### config.mk
export PLATFORM = sky130hd
export DESIGN_NAME = uart_command_frame_parser_unit_flat
export DESIGN_NICKNAME = d
export VERILOG_FILES = /design/src/hw/rtl/ucfp_pkg.sv /design/src/hw/rtl/ucfp_if.sv /design/src/hw/rtl/ucfp_classify.sv /design/src/hw/rtl/uart_command_frame_parser_unit.sv /design/src/flat_wrapper.sv
export SDC_FILE = /design/constraint.sdc
export NUM_CORES = 1
export LEC_CHECK = 0
export BUFFER_PORTS_ARGS = -buffer_cell sky130_fd_sc_hd__buf_2
export CAP_MARGIN = 0
export CORE_ASPECT_RATIO = 0.8
export CORE_MARGIN = 2
export CORE_UTILIZATION = 62
export DETAILED_ROUTE_END_ITERATION = 12
export PLACE_DENSITY = 0.85
export SLEW_MARGIN = 20
export SYNTH_ARGS = -nofsm -noshare
export SYNTH_HDL_FRONTEND = slang
export SYNTH_SLANG_ARGS = --single-unit
### constraint.sdc
create_clock -name i_clk -period 7.9 [get_ports i_clk]
set_input_delay 0 -clock i_clk [delete_from_list [all_inputs] [get_ports i_clk]]
set_output_delay 0 -clock i_clk [all_outputs]
set_load 0.01 [all_outputs]
### src/hw/rtl/ucfp_pkg.sv
// Shared types and constants for the UART command frame parser.
// No dependencies; every other file of the block depends on this package.
package ucfp_pkg;

    localparam int unsigned BYTE_W   = 8;
    localparam int unsigned VALUE_W  = 32;
    localparam int unsigned STATUS_W = 2;
    localparam int unsigned ACTION_W = 2;
    localparam int unsigned CFG_IDX_W = 3;
    localparam int unsigned PHASE_W  = 3;
    localparam int unsigned COUNT_W  = 3;

    typedef logic [BYTE_W-1:0]    t_byte;
    typedef logic [VALUE_W-1:0]   t_value;
    typedef logic [STATUS_W-1:0]  t_status;
    typedef logic [ACTION_W-1:0]  t_action;
    typedef logic [CFG_IDX_W-1:0] t_cfg_idx;
    typedef logic [PHASE_W-1:0]   t_phase;
    typedef logic [COUNT_W-1:0]   t_count;

    // Parse phases.
    localparam t_phase PH_HUNT = 3'd0;
    localparam t_phase PH_RATE = 3'd1;
    localparam t_phase PH_AVG  = 3'd2;
    localparam t_phase PH_RUN  = 3'd3;
    localparam t_phase PH_TAIL = 3'd4;

    // Frame status codes.
    localparam t_status ST_OK        = 2'd0;
    localparam t_status ST_RATE_HIGH = 2'd1;
    localparam t_status ST_AVG_HIGH  = 2'd2;

    // Frame action codes.
    localparam t_action ACT_NONE  = 2'd0;
    localparam t_action ACT_STORE = 2'd1;
    localparam t_action ACT_STOP  = 2'd2;
    localparam t_action ACT_START = 2'd3;

    // Configuration register indexes.
    localparam t_cfg_idx REG_HEADER   = 3'd0;
    localparam t_cfg_idx REG_TAIL     = 3'd1;
    localparam t_cfg_idx REG_STOP     = 3'd2;
    localparam t_cfg_idx REG_START    = 3'd3;
    localparam t_cfg_idx REG_MAX_RATE = 3'd4;

    // Reset values of the configuration registers.
    localparam t_byte  HEADER_RST   = 8'hAA;
    localparam t_byte  TAIL_RST     = 8'h55;
    localparam t_byte  STOP_RST     = 8'h00;
    localparam t_byte  START_RST    = 8'h01;
    localparam t_value MAX_RATE_RST = 32'd300000;

    localparam t_byte  STORE_CODE      = 8'hFF;
    localparam t_count BYTES_PER_VALUE = 3'd4;

    // Configuration as seen by the frame classifier.
    typedef struct packed {
        t_byte  stop_code;
        t_byte  start_code;
        t_value max_sample_rate;
    } t_class_cfg;

    // Verdict of the classifier.
    typedef struct packed {
        t_status frame_status;
        t_action frame_action;
    } t_verdict;

endpackage

### src/hw/rtl/ucfp_if.sv
// Handshake channel interfaces of the UART command frame parser.
// Depends on ucfp_pkg.
interface ucfp_byte_if;
    logic           valid;
    logic           ready;
    ucfp_pkg::t_byte rx_byte;

    modport source (output valid, output rx_byte, input ready);
    modport sink   (input valid, input rx_byte, output ready);
endinterface

interface ucfp_frame_if;
    logic              valid;
    logic              ready;
    ucfp_pkg::t_value  sample_rate;
    ucfp_pkg::t_value  average_count;
    ucfp_pkg::t_byte   run_code;
    ucfp_pkg::t_status frame_status;
    ucfp_pkg::t_action frame_action;

    modport source (output valid, output sample_rate, output average_count,
                    output run_code, output frame_status, output frame_action,
                    input ready);
    modport sink   (input valid, input sample_rate, input average_count,
                    input run_code, input frame_status, input frame_action,
                    output ready);
endinterface

interface ucfp_cfg_if;
    logic               valid;
    logic               ready;
    ucfp_pkg::t_cfg_idx index;
    ucfp_pkg::t_value   data;

    modport source (output valid, output index, output data, input ready);
    modport sink   (input valid, input index, input data, output ready);
endinterface

### src/hw/rtl/ucfp_classify.sv
// Frame classifier: status checks and action decode for a completed frame.
// Depends on ucfp_pkg.
module ucfp_classify (
    input  ucfp_pkg::t_value     i_sample_rate,
    input  ucfp_pkg::t_value     i_average_count,
    input  ucfp_pkg::t_byte      i_run_code,
    input  ucfp_pkg::t_class_cfg i_cfg,
    output ucfp_pkg::t_verdict   o_verdict
);
    import ucfp_pkg::*;

    t_status status;
    t_action action;

    // The rate check wins when both checks fail.
    always_comb begin
        if (i_sample_rate > i_cfg.max_sample_rate) begin
            status = ST_RATE_HIGH;
        end else if (i_average_count > i_sample_rate) begin
            status = ST_AVG_HIGH;
        end else begin
            status = ST_OK;
        end
    end

    // Store beats stop, stop beats start when the codes overlap.
    always_comb begin
        if (status != ST_OK) begin
            action = ACT_NONE;
        end else if (i_run_code == STORE_CODE) begin
            action = ACT_STORE;
        end else if (i_run_code == i_cfg.stop_code) begin
            action = ACT_STOP;
        end else if (i_run_code == i_cfg.start_code) begin
            action = ACT_START;
        end else begin
            action = ACT_NONE;
        end
    end

    assign o_verdict.frame_status = status;
    assign o_verdict.frame_action = action;

endmodule

### src/hw/rtl/uart_command_frame_parser_unit.sv
// Top level of the UART command frame parser: input register, frame state
// machine, configuration registers and result register.
// Depends on ucfp_pkg, ucfp_if and ucfp_classify.
//
//   channel    dir   payload                                   accepted when
//   i_byte     in    rx_byte                                   valid & ready
//   i_cfg      in    index, data                               valid & ready
//   o_frame    out   sample_rate, average_count, run_code,     valid & ready
//                    frame_status, frame_action
//
// A byte is registered on acceptance and parsed from the input register; a good
// tail byte loads the result register, which presents the frame. One byte per
// cycle is sustained unless a tail waits as described next. Only a tail byte
// that completes a frame can wait on a full result register, and then the
// input register holds it and i_byte.ready falls. Configuration writes are
// always ready. Reset returns the parser to header hunting and loads the
// default configuration.
module uart_command_frame_parser_unit (
    input  logic        i_clk,
    input  logic        i_rst_n,
    ucfp_byte_if.sink   i_byte,
    ucfp_cfg_if.sink    i_cfg,
    ucfp_frame_if.source o_frame
);
    import ucfp_pkg::*;

    // Configuration registers.
    t_byte  r_header;
    t_byte  r_tail;
    t_byte  r_stop;
    t_byte  r_start;
    t_value r_max_rate;

    // Input register.
    logic  r_in_valid;
    t_byte r_in_byte;

    // Parser state.
    t_phase r_phase, n_phase;
    t_count r_count, n_count;
    t_value r_rate, n_rate;
    t_value r_avg, n_avg;
    t_byte  r_run, n_run;

    // Result register.
    logic     r_out_valid;
    t_value   r_out_rate;
    t_value   r_out_avg;
    t_byte    r_out_run;
    t_verdict r_out_verdict;

    t_class_cfg class_cfg;
    t_verdict   verdict;
    t_count     count_inc;
    logic       frame_done;
    logic       out_free;
    logic       parse_fire;

    assign i_cfg.ready = 1'b1;

    always_ff @(posedge i_clk) begin
        if (!i_rst_n) begin
            r_header   <= HEADER_RST;
            r_tail     <= TAIL_RST;
            r_stop     <= STOP_RST;
            r_start    <= START_RST;
            r_max_rate <= MAX_RATE_RST;
        end else if (i_cfg.valid) begin
            case (i_cfg.index)
                REG_HEADER:   r_header   <= i_cfg.data[BYTE_W-1:0];
                REG_TAIL:     r_tail     <= i_cfg.data[BYTE_W-1:0];
                REG_STOP:     r_stop     <= i_cfg.data[BYTE_W-1:0];
                REG_START:    r_start    <= i_cfg.data[BYTE_W-1:0];
                REG_MAX_RATE: r_max_rate <= i_cfg.data;
                default: ;
            endcase
        end
    end

    // A good tail needs a free result slot; every other byte moves on at once.
    assign frame_done = (r_phase == PH_TAIL) && (r_in_byte == r_tail);
    assign out_free   = !r_out_valid || o_frame.ready;
    assign parse_fire = r_in_valid && (!frame_done || out_free);
    assign i_byte.ready = !r_in_valid || parse_fire;

    always_ff @(posedge i_clk) begin
        if (!i_rst_n) begin
            r_in_valid <= 1'b0;
        end else if (i_byte.ready) begin
            r_in_valid <= i_byte.valid;
        end
    end

    always_ff @(posedge i_clk) begin
        if (i_byte.ready && i_byte.valid) begin
            r_in_byte <= i_byte.rx_byte;
        end
    end

    assign count_inc = r_count + COUNT_W'(1);

    always_comb begin
        n_phase = r_phase;
        n_count = r_count;
        n_rate  = r_rate;
        n_avg   = r_avg;
        n_run   = r_run;
        case (r_phase)
            PH_HUNT: begin
                if (r_in_byte == r_header) begin
                    n_count = '0;
                    n_rate  = '0;
                    n_phase = PH_RATE;
                end
            end
            PH_RATE: begin
                n_rate  = {r_rate[VALUE_W-BYTE_W-1:0], r_in_byte};
                n_count = count_inc;
                if (count_inc >= BYTES_PER_VALUE) begin
                    n_count = '0;
                    n_avg   = '0;
                    n_phase = PH_AVG;
                end
            end
            PH_AVG: begin
                n_avg   = {r_avg[VALUE_W-BYTE_W-1:0], r_in_byte};
                n_count = count_inc;
                if (count_inc >= BYTES_PER_VALUE) begin
                    n_count = '0;
                    n_phase = PH_RUN;
                end
            end
            PH_RUN: begin
                n_run   = r_in_byte;
                n_phase = PH_TAIL;
            end
            default: begin
                // The tail phase and any unreachable code end in hunting.
                n_phase = PH_HUNT;
            end
        endcase
    end

    always_ff @(posedge i_clk) begin
        if (!i_rst_n) begin
            r_phase <= PH_HUNT;
            r_count <= '0;
            r_rate  <= '0;
            r_avg   <= '0;
            r_run   <= '0;
        end else if (parse_fire) begin
            r_phase <= n_phase;
            r_count <= n_count;
            r_rate  <= n_rate;
            r_avg   <= n_avg;
            r_run   <= n_run;
        end
    end

    assign class_cfg.stop_code       = r_stop;
    assign class_cfg.start_code      = r_start;
    assign class_cfg.max_sample_rate = r_max_rate;

    ucfp_classify u_classify (
        .i_sample_rate   (r_rate),
        .i_average_count (r_avg),
        .i_run_code      (r_run),
        .i_cfg           (class_cfg),
        .o_verdict       (verdict)
    );

    always_ff @(posedge i_clk) begin
        if (!i_rst_n) begin
            r_out_valid <= 1'b0;
        end else if (parse_fire && frame_done) begin
            r_out_valid <= 1'b1;
        end else if (o_frame.ready) begin
            r_out_valid <= 1'b0;
        end
    end

    always_ff @(posedge i_clk) begin
        if (parse_fire && frame_done) begin
            r_out_rate    <= r_rate;
            r_out_avg     <= r_avg;
            r_out_run     <= r_run;
            r_out_verdict <= verdict;
        end
    end

    assign o_frame.valid         = r_out_valid;
    assign o_frame.sample_rate   = r_out_rate;
    assign o_frame.average_count = r_out_avg;
    assign o_frame.run_code      = r_out_run;
    assign o_frame.frame_status  = r_out_verdict.frame_status;
    assign o_frame.frame_action  = r_out_verdict.frame_action;

endmodule

### src/flat_wrapper.sv
// flat-port wrapper written by rule: the top's interface ports become plain ports
module uart_command_frame_parser_unit_flat import ucfp_pkg::*;
  (i_clk, i_rst_n, i_byte_valid, i_byte_rx_byte, i_byte_ready, i_cfg_valid, i_cfg_index, i_cfg_data, i_cfg_ready, o_frame_valid, o_frame_sample_rate, o_frame_average_count, o_frame_run_code, o_frame_frame_status, o_frame_frame_action, o_frame_ready);
  ucfp_byte_if i_byte_i ();
  ucfp_cfg_if i_cfg_i ();
  ucfp_frame_if o_frame_i ();
  input  logic i_clk;
  input  logic i_rst_n;
  input wire logic [$bits(i_byte_i.valid)-1:0] i_byte_valid;
  input wire logic [$bits(i_byte_i.rx_byte)-1:0] i_byte_rx_byte;
  output wire logic [$bits(i_byte_i.ready)-1:0] i_byte_ready;
  input wire logic [$bits(i_cfg_i.valid)-1:0] i_cfg_valid;
  input wire logic [$bits(i_cfg_i.index)-1:0] i_cfg_index;
  input wire logic [$bits(i_cfg_i.data)-1:0] i_cfg_data;
  output wire logic [$bits(i_cfg_i.ready)-1:0] i_cfg_ready;
  output wire logic [$bits(o_frame_i.valid)-1:0] o_frame_valid;
  output wire logic [$bits(o_frame_i.sample_rate)-1:0] o_frame_sample_rate;
  output wire logic [$bits(o_frame_i.average_count)-1:0] o_frame_average_count;
  output wire logic [$bits(o_frame_i.run_code)-1:0] o_frame_run_code;
  output wire logic [$bits(o_frame_i.frame_status)-1:0] o_frame_frame_status;
  output wire logic [$bits(o_frame_i.frame_action)-1:0] o_frame_frame_action;
  input wire logic [$bits(o_frame_i.ready)-1:0] o_frame_ready;
  assign i_byte_i.valid = i_byte_valid;
  assign i_byte_i.rx_byte = i_byte_rx_byte;
  assign i_byte_ready = i_byte_i.ready;
  assign i_cfg_i.valid = i_cfg_valid;
  assign i_cfg_i.index = i_cfg_index;
  assign i_cfg_i.data = i_cfg_data;
  assign i_cfg_ready = i_cfg_i.ready;
  assign o_frame_valid = o_frame_i.valid;
  assign o_frame_sample_rate = o_frame_i.sample_rate;
  assign o_frame_average_count = o_frame_i.average_count;
  assign o_frame_run_code = o_frame_i.run_code;
  assign o_frame_frame_status = o_frame_i.frame_status;
  assign o_frame_frame_action = o_frame_i.frame_action;
  assign o_frame_i.ready = o_frame_ready;
  uart_command_frame_parser_unit u_core (.i_clk(i_clk), .i_rst_n(i_rst_n), .i_byte(i_byte_i), .i_cfg(i_cfg_i), .o_frame(o_frame_i));
endmodule
==> flow_metrics.py, run 1 <==
metrics = {
    "run_status": {
        "status": "finished clean",
    },
    "die": {
        "coreArea_um2": 15600,
        "ioPinCount": 127,
        "dieArea_um2": 16800,
        "rows": 41,
        "die_w_um": 145,
        "die_height_um": 116,
        "start_util": 0.628,
    },
    "worst_setup_path": {
        "start_kind": "register",
        "critPathArrivalTime_ns": 3.06,
        "cp_num_buf_inv": 1,
        "reg2reg_slack_ns": 4.96,
        "critical-path-slowest-cell": "buf_4",
        "crit_family": "simple AND/OR/NAND/NOR gates",
        "cp_cell_sequence": "xnor2_1, nand3_1, nor4_1, and3_2, buf_4",
        "path_class": "reg2reg",
        "cp-end-kind": "register",
        "cp_max_fo": 64,
        "timing.rr.start": "u_core.r_in_byte[1]",
        "critical-path-max-stage-delay_ns": 0.66,
        "required_ns": 8.02,
        "rr_endpoint": "u_core.o_frame.average_count[2]",
        "reg2reg_depth": 5,
    },
    "global_route": {
        "grt_usage": 0.287,
        "grt_pass1_vias": 7057,
        "grt_pass1_wl_mm": 37.6,
        "grt_max_degree": 117,
        "grt_overflow": 0,
        "antenna_found_initial": 0,
    },
    "timing": {
        "maxSlewViolCount": 0,
        "tightestPinTransition_ns": 1.00,
        "max_freq_mhz": 341,
        "setup_ws_ns": 4.96,
        "period_needed_ns": 2.94,
        "skew_ns": 0.00573,
        "tns_ns": 0,
        "holdWs_ns": 0.0298,
        "finalHoldViolations": 0,
        "min_period_over_period": 0.372,
        "rsz0062_at_grt": "no",
        "max-slew-margin-rel": 0.330,
        "setup_violations": 0,
    },
    "layout": {
        "nets": 1203,
        "nFillCells": 1060,
        "stdcell_count": 1321,
        "stdcell_area_um2": 11700,
        "fin_util": 0.752,
        "ff_latch_area_um2": 5410,
        "drive_above_1_share": 0.154,
        "antenna_cells": 0,
        "multi_input_area_um2": 3960,
        "syn_to_final_growth_pct": 19.6,
    },
    "clock_tree": {
        "clk_latency_ns": 0.50,
        "htreeDepth": 1,
        "root_buffer": "clkbuf_16",
        "numCtsBuffers": 23,
        "clk_path_buf_depth": 3,
        "tritoncts": "done",
        "numClockSinks": 228,
        "path_clk_slew_ns": 0.06,
    },
    "placed_design": {
        "place_inst": 1236,
        "port_buffers": 125,
        "dpl-instance-area_um2": 10500,
        "dp_hpwl_mm": 16.2,
        "post-place-ws_ns": 4.98,
        "gp_congestion": 1.01,
    },
    "route": {
        "postRouteAntennaNets": 0,
        "wl_per_cell_um": 18.0,
        "dr.pass1.iters": 6,
        "avgViaCountPerCell": 5.79,
        "route.vias.total": 7654,
        "wl_mm": 23.8,
        "drc": 0,
        "drt_iter0_markers": 742,
    },
    "worst_hold_path": {
        "hold_depth": 4,
        "min_from": "i_cfg_index[0]",
        "min_delay_worst_endpoint": "u_core.r_stop[4]",
        "hold_path.class": "in2reg",
    },
    "synth": {
        "netlist.area_leader.share": 0.294,
        "synth_edf_count": 84,
        "ys_async_sr_fraction": 0,
        "synth-seq-cells": 228,
        "yosys_warnings": 0,
        "yosysUniqueCellTypes": 43,
        "yosys.area.top_type": "dfxtp_1",
        "syn_inst": 936,
        "synth_area_leaders": "dfxtp_1 (29%), edfxtp_1 (26%), ha_1 (8.3%)",
        "postSynthAreaPerCell_um2": 10.5,
        "synthTopCellsByCount": "nand2_1 (170), dfxtp_1 (144), edfxtp_1 (84), a21boi_0 (80), inv_1 (68)",
        "yosysMostFrequentCell": "nand2_1",
        "ys.flop_type": "dfxtp_1",
        "synth_area_um2": 9800,
        "syn-num-nets": 1049,
        "ys_seq_area_frac": 0.552,
    },
    "run": {
        "drv_cap": 0,
    },
    "pwr": {
        "p_per_area_nw_per_um2": 204,
        "p_leak_nw": 4.77,
        "ir_drop_mv": 0.119,
        "power.total_mw": 2.39,
    },
}
==> how the worst max path moves through the flow <==
stage                   startpoint                                to  slack, ns  cells past startpoint
2_1_floorplan  u_core.r_in_byte[1]   u_core.o_frame.average_count[0]       4.48                      4
3_3_place_gp   u_core.r_in_byte[5]  u_core.o_frame.average_count[26]       5.15                      5
3_5_place_dp   u_core.r_in_byte[1]  u_core.o_frame.average_count[16]       4.98                      5
4_1_cts        u_core.r_in_byte[1]   u_core.o_frame.average_count[4]       4.98                      5
5_1_grt        u_core.r_in_byte[1]   u_core.o_frame.average_count[0]       4.86                      5
6_report       u_core.r_in_byte[1]   u_core.o_frame.average_count[2]       4.96                      5
==> final cells by class <==
cell class,instances,share of cell area
inverters,68,0.0218
flip-flops and latches,228,0.461
multi-input cells,596,0.337
clock inverters,11,0.0112
well taps,215,0.0229
clock buffers,30,0.0522
repair buffers,173,0.0935
==> placed cells by master, fill, tap and decap left out, types with 4 or more instances in the layout <==
cell type,netlist,layout
a2111oi_0,5,5
a211oi_1,5,5
a21boi_0,80,80
a21o_1,11,11
a21oi_1,28,28
a22o_1,32,32
and3_1,7,5
buf_2,1,125
buf_4,1,4
clkbuf_1,38,6
clkbuf_16,0,23
dfxtp_1,144,144
dlygate4sd3_1,0,44
edfxtp_1,84,84
ha_1,65,65
inv_1,68,68
mux2i_1,10,10
nand2_1,170,169
nand3_1,57,57
nand4_1,19,19
nor2_1,7,6
nor2b_1,18,18
nor4_1,12,12
o211ai_1,10,10
o21ai_0,5,5
xnor2_1,6,6
xor2_1,27,27
==> what timing repair did <==
| action | 4_1_cts | 5_1_grt |
|---|---|---|
| gates resized for setup | 0 | 0 |
| endpoints found under the hold margin | 74 | 0 |
| hold buffers | 44 | 0 |
| buffers inserted | 0 | 0 |
==> per-layer routing <==
metal | up-vias | wire length [um] | track usage
li1 | 3584 | - | -
met1 | 3607 | 10400 | 0.430
met2 | 405 | 10300 | 0.432
met3 | 58 | 2460 | 0.0513
met4 | 0 | 621 | 0.0764
met5 | - | 0 | 0
==> flip-flops by register name (all words and copies together) (netlist names), 8 cells and up <==
register and cells:
u_core.r_avg 32, u_core.r_stop 8, u_core.o_frame.run_code 8, u_core.r_tail 8, u_core.r_start 8, u_core.r_max_rate 32, u_core.r_run 8, u_core.o_frame.average_count 32
u_core.o_frame.sample_rate 32, u_core.r_rate 32, u_core.r_header 8, u_core.r_in_byte 8
==> power by group <==
group	switching, mW	internal (mW)	leakage [nW]	total (mW)
clock	0.426	0.643	0.357	1.07
sequential	0.0112	1.22	1.98	1.23
combinational	0.0463	0.0463	2.43	0.0926
==> cells by family after synthesis <==
logic type | count (synthesis) | synth area share
buffers and inverters | 112 | 0.0457
multiplexers | 10 | 0.0102
other | 1 | 0.000383
adder cells (fa/ha/maj) | 65 | 0.0830
flip-flops | 228 | 0.552
XOR/XNOR | 33 | 0.0295
AO/OA/AOI/OAI | 183 | 0.138
AND/OR/NAND/NOR | 304 | 0.142
==> worst reg2reg max path: stages (launching register included) <==
cell      delay [ns]
edfxtp_1        0.48
xnor2_1         0.24
nand3_1         0.13
nor4_1          0.50
and3_2          0.48
buf_4           0.66
Power figures use the tool's default switching activity.
==> inputs of run 2 (changes only) <==
--- a/config.mk
+++ b/config.mk
@@ -9,9 +9,9 @@
 export CAP_MARGIN = 0
 export CORE_ASPECT_RATIO = 0.8
 export CORE_MARGIN = 2
-export CORE_UTILIZATION = 62
+export CORE_UTILIZATION = 52
 export DETAILED_ROUTE_END_ITERATION = 12
-export PLACE_DENSITY = 0.85
+export PLACE_DENSITY = 0.76
 export SLEW_MARGIN = 20
 export SYNTH_ARGS = -nofsm -noshare
 export SYNTH_HDL_FRONTEND = slang
==> constraint.sdc (replaced) <==
create_clock -name i_clk -period 2.4 [get_ports i_clk]
set_input_delay 0 -clock i_clk [delete_from_list [all_inputs] [get_ports i_clk]]
set_output_delay 0 -clock i_clk [all_outputs]
set_load 0.01 [all_outputs]
==> flow_metrics.py, run 2 (synthesis gave the netlist of run 1 again) <==
metrics = {
    "worst_setup_path": {
        "endpoint": "u_core.r_in_valid",
        "crit_start": "u_core.r_in_byte[5]",
        "rr_endpoint": "u_core.r_in_valid",
        "critPathArrivalTime_ns": 2.69,
        "reg2reg_slack_ns": 0.16,
        "path_class": "reg2reg",
        "required_ns": 2.85,
        "cp_max_fo": 4,
        "cp-end-kind": "register",
        "start_kind": "register",
        "timing.rr.start": "u_core.r_in_byte[5]",
        "reg2reg_depth": 8,
    },
    "run": {
        "drv_cap": 0,
    },
    "placed_design": {
        "dpl-instance-area_um2": 10800,
        "post-place-ws_ns": 0.129,
        "dp_hpwl_mm": 16.8,
        "place_inst": 1298,
        "gp_congestion": 0.914,
        "port_buffers": 125,
    },
    "clock_tree": {
        "htreeDepth": 1,
        "numCtsBuffers": 23,
        "post-cts-setup-buffers": 0,
        "tritoncts": "done",
        "path_clk_slew_ns": 0.06,
        "root_buffer": "clkbuf_16",
        "clk_path_buf_depth": 3,
        "numClockSinks": 228,
        "clk_latency_ns": 0.50,
    },
    "route": {
        "drt_iter0_markers": 496,
        "drc": 0,
        "wl_per_cell_um": 17.3,
        "route.vias.total": 7535,
        "postRouteAntennaNets": 0,
        "dr.pass1.iters": 5,
        "wl_mm": 23.9,
        "avgViaCountPerCell": 5.44,
    },
    "timing": {
        "max-slew-margin-rel": 0.505,
        "period_needed_ns": 2.24,
        "skew_ns": 0.00914,
        "holdWs_ns": 0.0201,
        "tns_ns": 0,
        "tightestPinTransition_ns": 0.741,
        "min_period_over_period": 0.933,
        "setup_ws_ns": 0.161,
        "maxSlewViolCount": 0,
        "setup_violations": 0,
        "rsz0062_at_grt": "no",
        "finalHoldViolations": 0,
        "max_freq_mhz": 447,
    },
    "die": {
        "start_util": 0.535,
        "ioPinCount": 127,
        "rows": 44,
        "dieArea_um2": 20000,
        "coreArea_um2": 18300,
        "die_height_um": 127,
        "die_w_um": 157,
    },
    "layout": {
        "mostFrequentLayoutCell": "nand2_1",
        "stdcell_area_um2": 12100,
        "drive_above_1_share": 0.175,
        "nets": 1228,
        "stdcell_count": 1384,
        "ff_latch_area_um2": 5410,
        "nFillCells": 1419,
        "antenna_cells": 0,
        "syn_to_final_growth_pct": 23.1,
        "fin_util": 0.658,
        "multi_input_area_um2": 3980,
        "mostFrequentLayoutCells": "nand2_1 (170), dfxtp_1 (144), buf_2 (125)",
    },
    "global_route": {
        "grt_pass1_vias": 7108,
        "grt_usage": 0.243,
        "grt_overflow": 0,
        "grt_pass1_wl_mm": 38.2,
        "grt_max_degree": 83,
        "antenna_found_initial": 0,
    },
    "pwr": {
        "power.total_mw": 8.11,
        "ir_drop_mv": 0.458,
        "p_per_area_nw_per_um2": 672,
        "p_leak_nw": 4.92,
    },
    "worst_hold_path": {
        "hold_path.class": "in2reg",
    },
    "run_status": {
        "status": "finished clean",
    },
}
-- run 2: cell count changes in the layout (fill, tap and decap cells not counted), sizes merged --
cell	before	now
clkinv	6	7
buf	129	153
clkinvlp	2	3
dlygate4sd3	44	45
clkbuf	30	27
bufinv	3	4
-- run 2: layout make-up --
type                       count  area share
clock buffer                  27      0.0506
inverter                      68      0.0212
tap                          253      0.0262
timing repair buffer         198       0.110
multi-input combinational    596       0.330
sequential                   228       0.448
clock inverter                14      0.0142
-- run 2: critical path, cell delays in order, from the launching register on --
cell and delay, ns:
edfxtp_1 0.50, xnor2_1 0.21, nand3_1 0.12, nor4_2 0.32
buf_4 0.17, nand2_1 0.07, nor2_2 0.15, o21a_1 0.12
dlygate4sd3_1 0.53
-- run 2: what timing repair did --
item | in CTS | in global routing
hold endpoints to repair | 74 | 0
hold buffers | 45 | 0
setup endpoints to repair | 0 | 37
resized for setup | 0 | 6
-- run 2: power by group --
part / internal (mW) / switching, mW / leakage (nW)
Clock: 2.24 / 1.48 / 0.373
Combinational: 0.167 / 0.167 / 2.56
Sequential: 4.02 / 0.0344 / 1.98
-- run 2: per-layer routing --
layer,wire length [um],part of all wire,global-route usage
met2,9970,0.42,0.354
met4,471,0.020,0.0583
met5,0,0,0
met1,11700,0.49,0.383
met3,1760,0.073,0.0314
-- run 2: worst min path at each step --
| stage | start | endpoint | slack [ns] | depth (start not counted) |
|---|---|---|---|---|
| after CTS | i_cfg_index[0] | u_core.r_stop[7] | 0.01 | 4 |
| after global placement | i_byte_rx_byte[1] | u_core.r_in_byte[1] | 0.19 | 1 |
| after floorplan | i_byte_rx_byte[0] | u_core.r_in_byte[0] | 0.1 | 0 |
| after global routing | i_cfg_index[0] | u_core.r_stop[6] | 0.04 | 4 |
| after detailed placement | i_byte_rx_byte[1] | u_core.r_in_byte[1] | 0.19 | 1 |
| final | i_cfg_index[0] | u_core.r_stop[5] | 0.02 | 4 |
==> inputs of run 3 (changes only) <==
--- a/config.mk
+++ b/config.mk
@@ -5,13 +5,14 @@
 export SDC_FILE = /design/constraint.sdc
 export NUM_CORES = 1
 export LEC_CHECK = 0
+export ABC_CLOCK_PERIOD_IN_PS = 2200
 export BUFFER_PORTS_ARGS = -buffer_cell sky130_fd_sc_hd__buf_2
 export CAP_MARGIN = 0
 export CORE_ASPECT_RATIO = 0.8
 export CORE_MARGIN = 2
-export CORE_UTILIZATION = 52
+export CORE_UTILIZATION = 58
 export DETAILED_ROUTE_END_ITERATION = 12
-export PLACE_DENSITY = 0.76
+export PLACE_DENSITY = 0.8
 export SLEW_MARGIN = 20
 export SYNTH_ARGS = -nofsm -noshare
 export SYNTH_HDL_FRONTEND = slang
==> constraint.sdc (replaced) <==
create_clock -name i_clk -period 2.2 [get_ports i_clk]
set_input_delay 0 -clock i_clk [delete_from_list [all_inputs] [get_ports i_clk]]
set_output_delay 0 -clock i_clk [all_outputs]
set_load 0.01 [all_outputs]
==> flow_metrics.py, run 3 (synthesis gave the netlist of run 1 again) <==
metrics = {
    "run_status": {
        "status": "finished with violations",
        "violations": "negative setup slack",
    },
    "die": {
        "die_height_um": 120,
        "dieArea_um2": 18000,
        "ioPinCount": 127,
        "coreArea_um2": 16600,
        "start_util": 0.592,
        "rows": 42,
        "die_w_um": 149,
    },
    "clock_tree": {
        "path_clk_slew_ns": 0.06,
        "numClockSinks": 228,
        "numCtsBuffers": 22,
        "htreeDepth": 1,
        "root_buffer": "clkbuf_16",
        "tritoncts": "done",
        "clk_latency_ns": 0.51,
        "clk_path_buf_depth": 3,
    },
    "worst_setup_path": {
        "reg2reg_slack_ns": -0.17,
        "cp_max_fo": 5,
        "critPathArrivalTime_ns": 2.81,
        "cp-end-kind": "register",
        "required_ns": 2.64,
        "crit_start": "u_core.r_in_byte[4]",
        "reg2reg_depth": 8,
        "start_kind": "register",
        "path_class": "reg2reg",
        "rr_endpoint": "u_core.r_phase[0]",
        "timing.rr.start": "u_core.r_in_byte[4]",
        "endpoint": "u_core.r_phase[0]",
    },
    "layout": {
        "ff_latch_area_um2": 5440,
        "syn_to_final_growth_pct": 27.5,
        "antenna_cells": 0,
        "drive_above_1_share": 0.242,
        "fin_util": 0.755,
        "multi_input_area_um2": 4200,
        "nFillCells": 1093,
        "mostFrequentLayoutCells": "nand2_1 (169), buf_2 (124), dfxtp_1 (121)",
        "stdcell_area_um2": 12500,
        "mostFrequentLayoutCell": "nand2_1",
        "nets": 1271,
    },
    "route": {
        "wl_per_cell_um": 18.6,
        "route.vias.total": 7940,
        "postRouteAntennaNets": 0,
        "dr.pass1.iters": 5,
        "avgViaCountPerCell": 5.70,
        "drt_iter0_markers": 853,
        "wl_mm": 25.9,
        "drc": 0,
    },
    "placed_design": {
        "dp_hpwl_mm": 17.2,
        "gp_congestion": 0.842,
        "dpl-instance-area_um2": 11000,
        "port_buffers": 125,
        "post-place-ws_ns": -0.0359,
    },
    "pwr": {
        "ir_drop_mv": 0.459,
        "p_per_area_nw_per_um2": 677,
        "p_leak_nw": 5.19,
        "power.total_mw": 8.46,
    },
    "worst_hold_path": {
        "hold_path.class": "in2reg",
        "min_from": "i_cfg_index[0]",
    },
    "timing": {
        "max-slew-margin-rel": 0.617,
        "maxSlewViolCount": 0,
        "period_needed_ns": 2.37,
        "rsz0062_at_grt": "yes",
        "setup_violations": 66,
        "min_period_over_period": 1.08,
        "setup_ws_ns": -0.168,
        "max_freq_mhz": 422,
        "tightestPinTransition_ns": 0.574,
        "finalHoldViolations": 0,
        "skew_ns": 0.0189,
    },
    "global_route": {
        "grt_pass1_vias": 7263,
        "grt_max_degree": 115,
        "grt_overflow": 0,
        "grt_usage": 0.278,
        "antenna_found_initial": 0,
        "grt_pass1_wl_mm": 39.0,
    },
    "run": {
        "drv_cap": 0,
    },
}
-- run 3: cell count changes in the layout (fill, tap and decap cells not counted), sizes merged --
cell / before / now
bufinv: 4 / 1
dlygate4sd3: 45 / 43
buf: 153 / 196
o21a: 2 / 5
clkbuf: 27 / 32
clkinvlp: 3 / 1
clkinv: 7 / 5
-- run 3: final cells by class --
type,count,share of cell area
well taps,220,0.0220
repair buffers,239,0.132
clock inverters,7,0.00471
inverters,68,0.0204
flip-flops and latches,228,0.435
clock buffers,32,0.0504
multi-input cells,599,0.336
-- run 3: critical path, stage by stage, from the launching register on --
cell,delay [ns]
edfxtp_1,0.52
buf_4,0.20
xor2_1,0.16
nor4_2,0.23
a2111oi_1,0.14
or3_4,0.42
buf_6,0.15
or3_1,0.35
a21boi_1,0.13
-- run 3: worst min path at each step --
stage	depth (start not counted)	to	slack [ns]
floorplan	0	u_core.r_in_byte[0]	0.1
global placement	1	u_core.r_in_byte[1]	0.18
detailed placement	1	u_core.r_in_byte[4]	0.18
CTS	4	u_core.r_stop[1]	0.02
global route	4	u_core.r_stop[1]	0.06
finish	4	u_core.r_stop[7]	0.04
-- run 3: per-stage QoR --
stage	TNS (ns)	std cells	hold WS, ns
after floorplan	0	936	0.0989
after global placement	0	1294	0.180
after detailed placement	-0.105	1294	0.179
after CTS	-0.448	1381	0.0240
after global routing	-8.51	1393	0.0619
final	-3.38	1393	0.0388
-- run 3: power breakdown --
group          internal, mW  leakage (nW)  switching (mW)
Sequential             4.39          2.00          0.0428
Combinational         0.205          2.86           0.196
Clock                  2.10         0.333            1.53
-- run 3: timing repair --
| item | 4_1_cts | 5_1_grt |
|---|---|---|
| gates resized for setup | 9 | 57 |
| hold endpoints to repair | 74 | 0 |
| hold buffers | 43 | 0 |
| gates cloned | 2 | 1 |
| setup buffers | 3 | 11 |
| pin swaps | 5 | 19 |
| setup endpoints to repair | 47 | 49 |
-- run 3: per-layer routing --
layer	wire, um	track usage
met1	11700	0.422
met3	2380	0.0494
met4	519	0.0685
met2	11300	0.416
met5	0	0
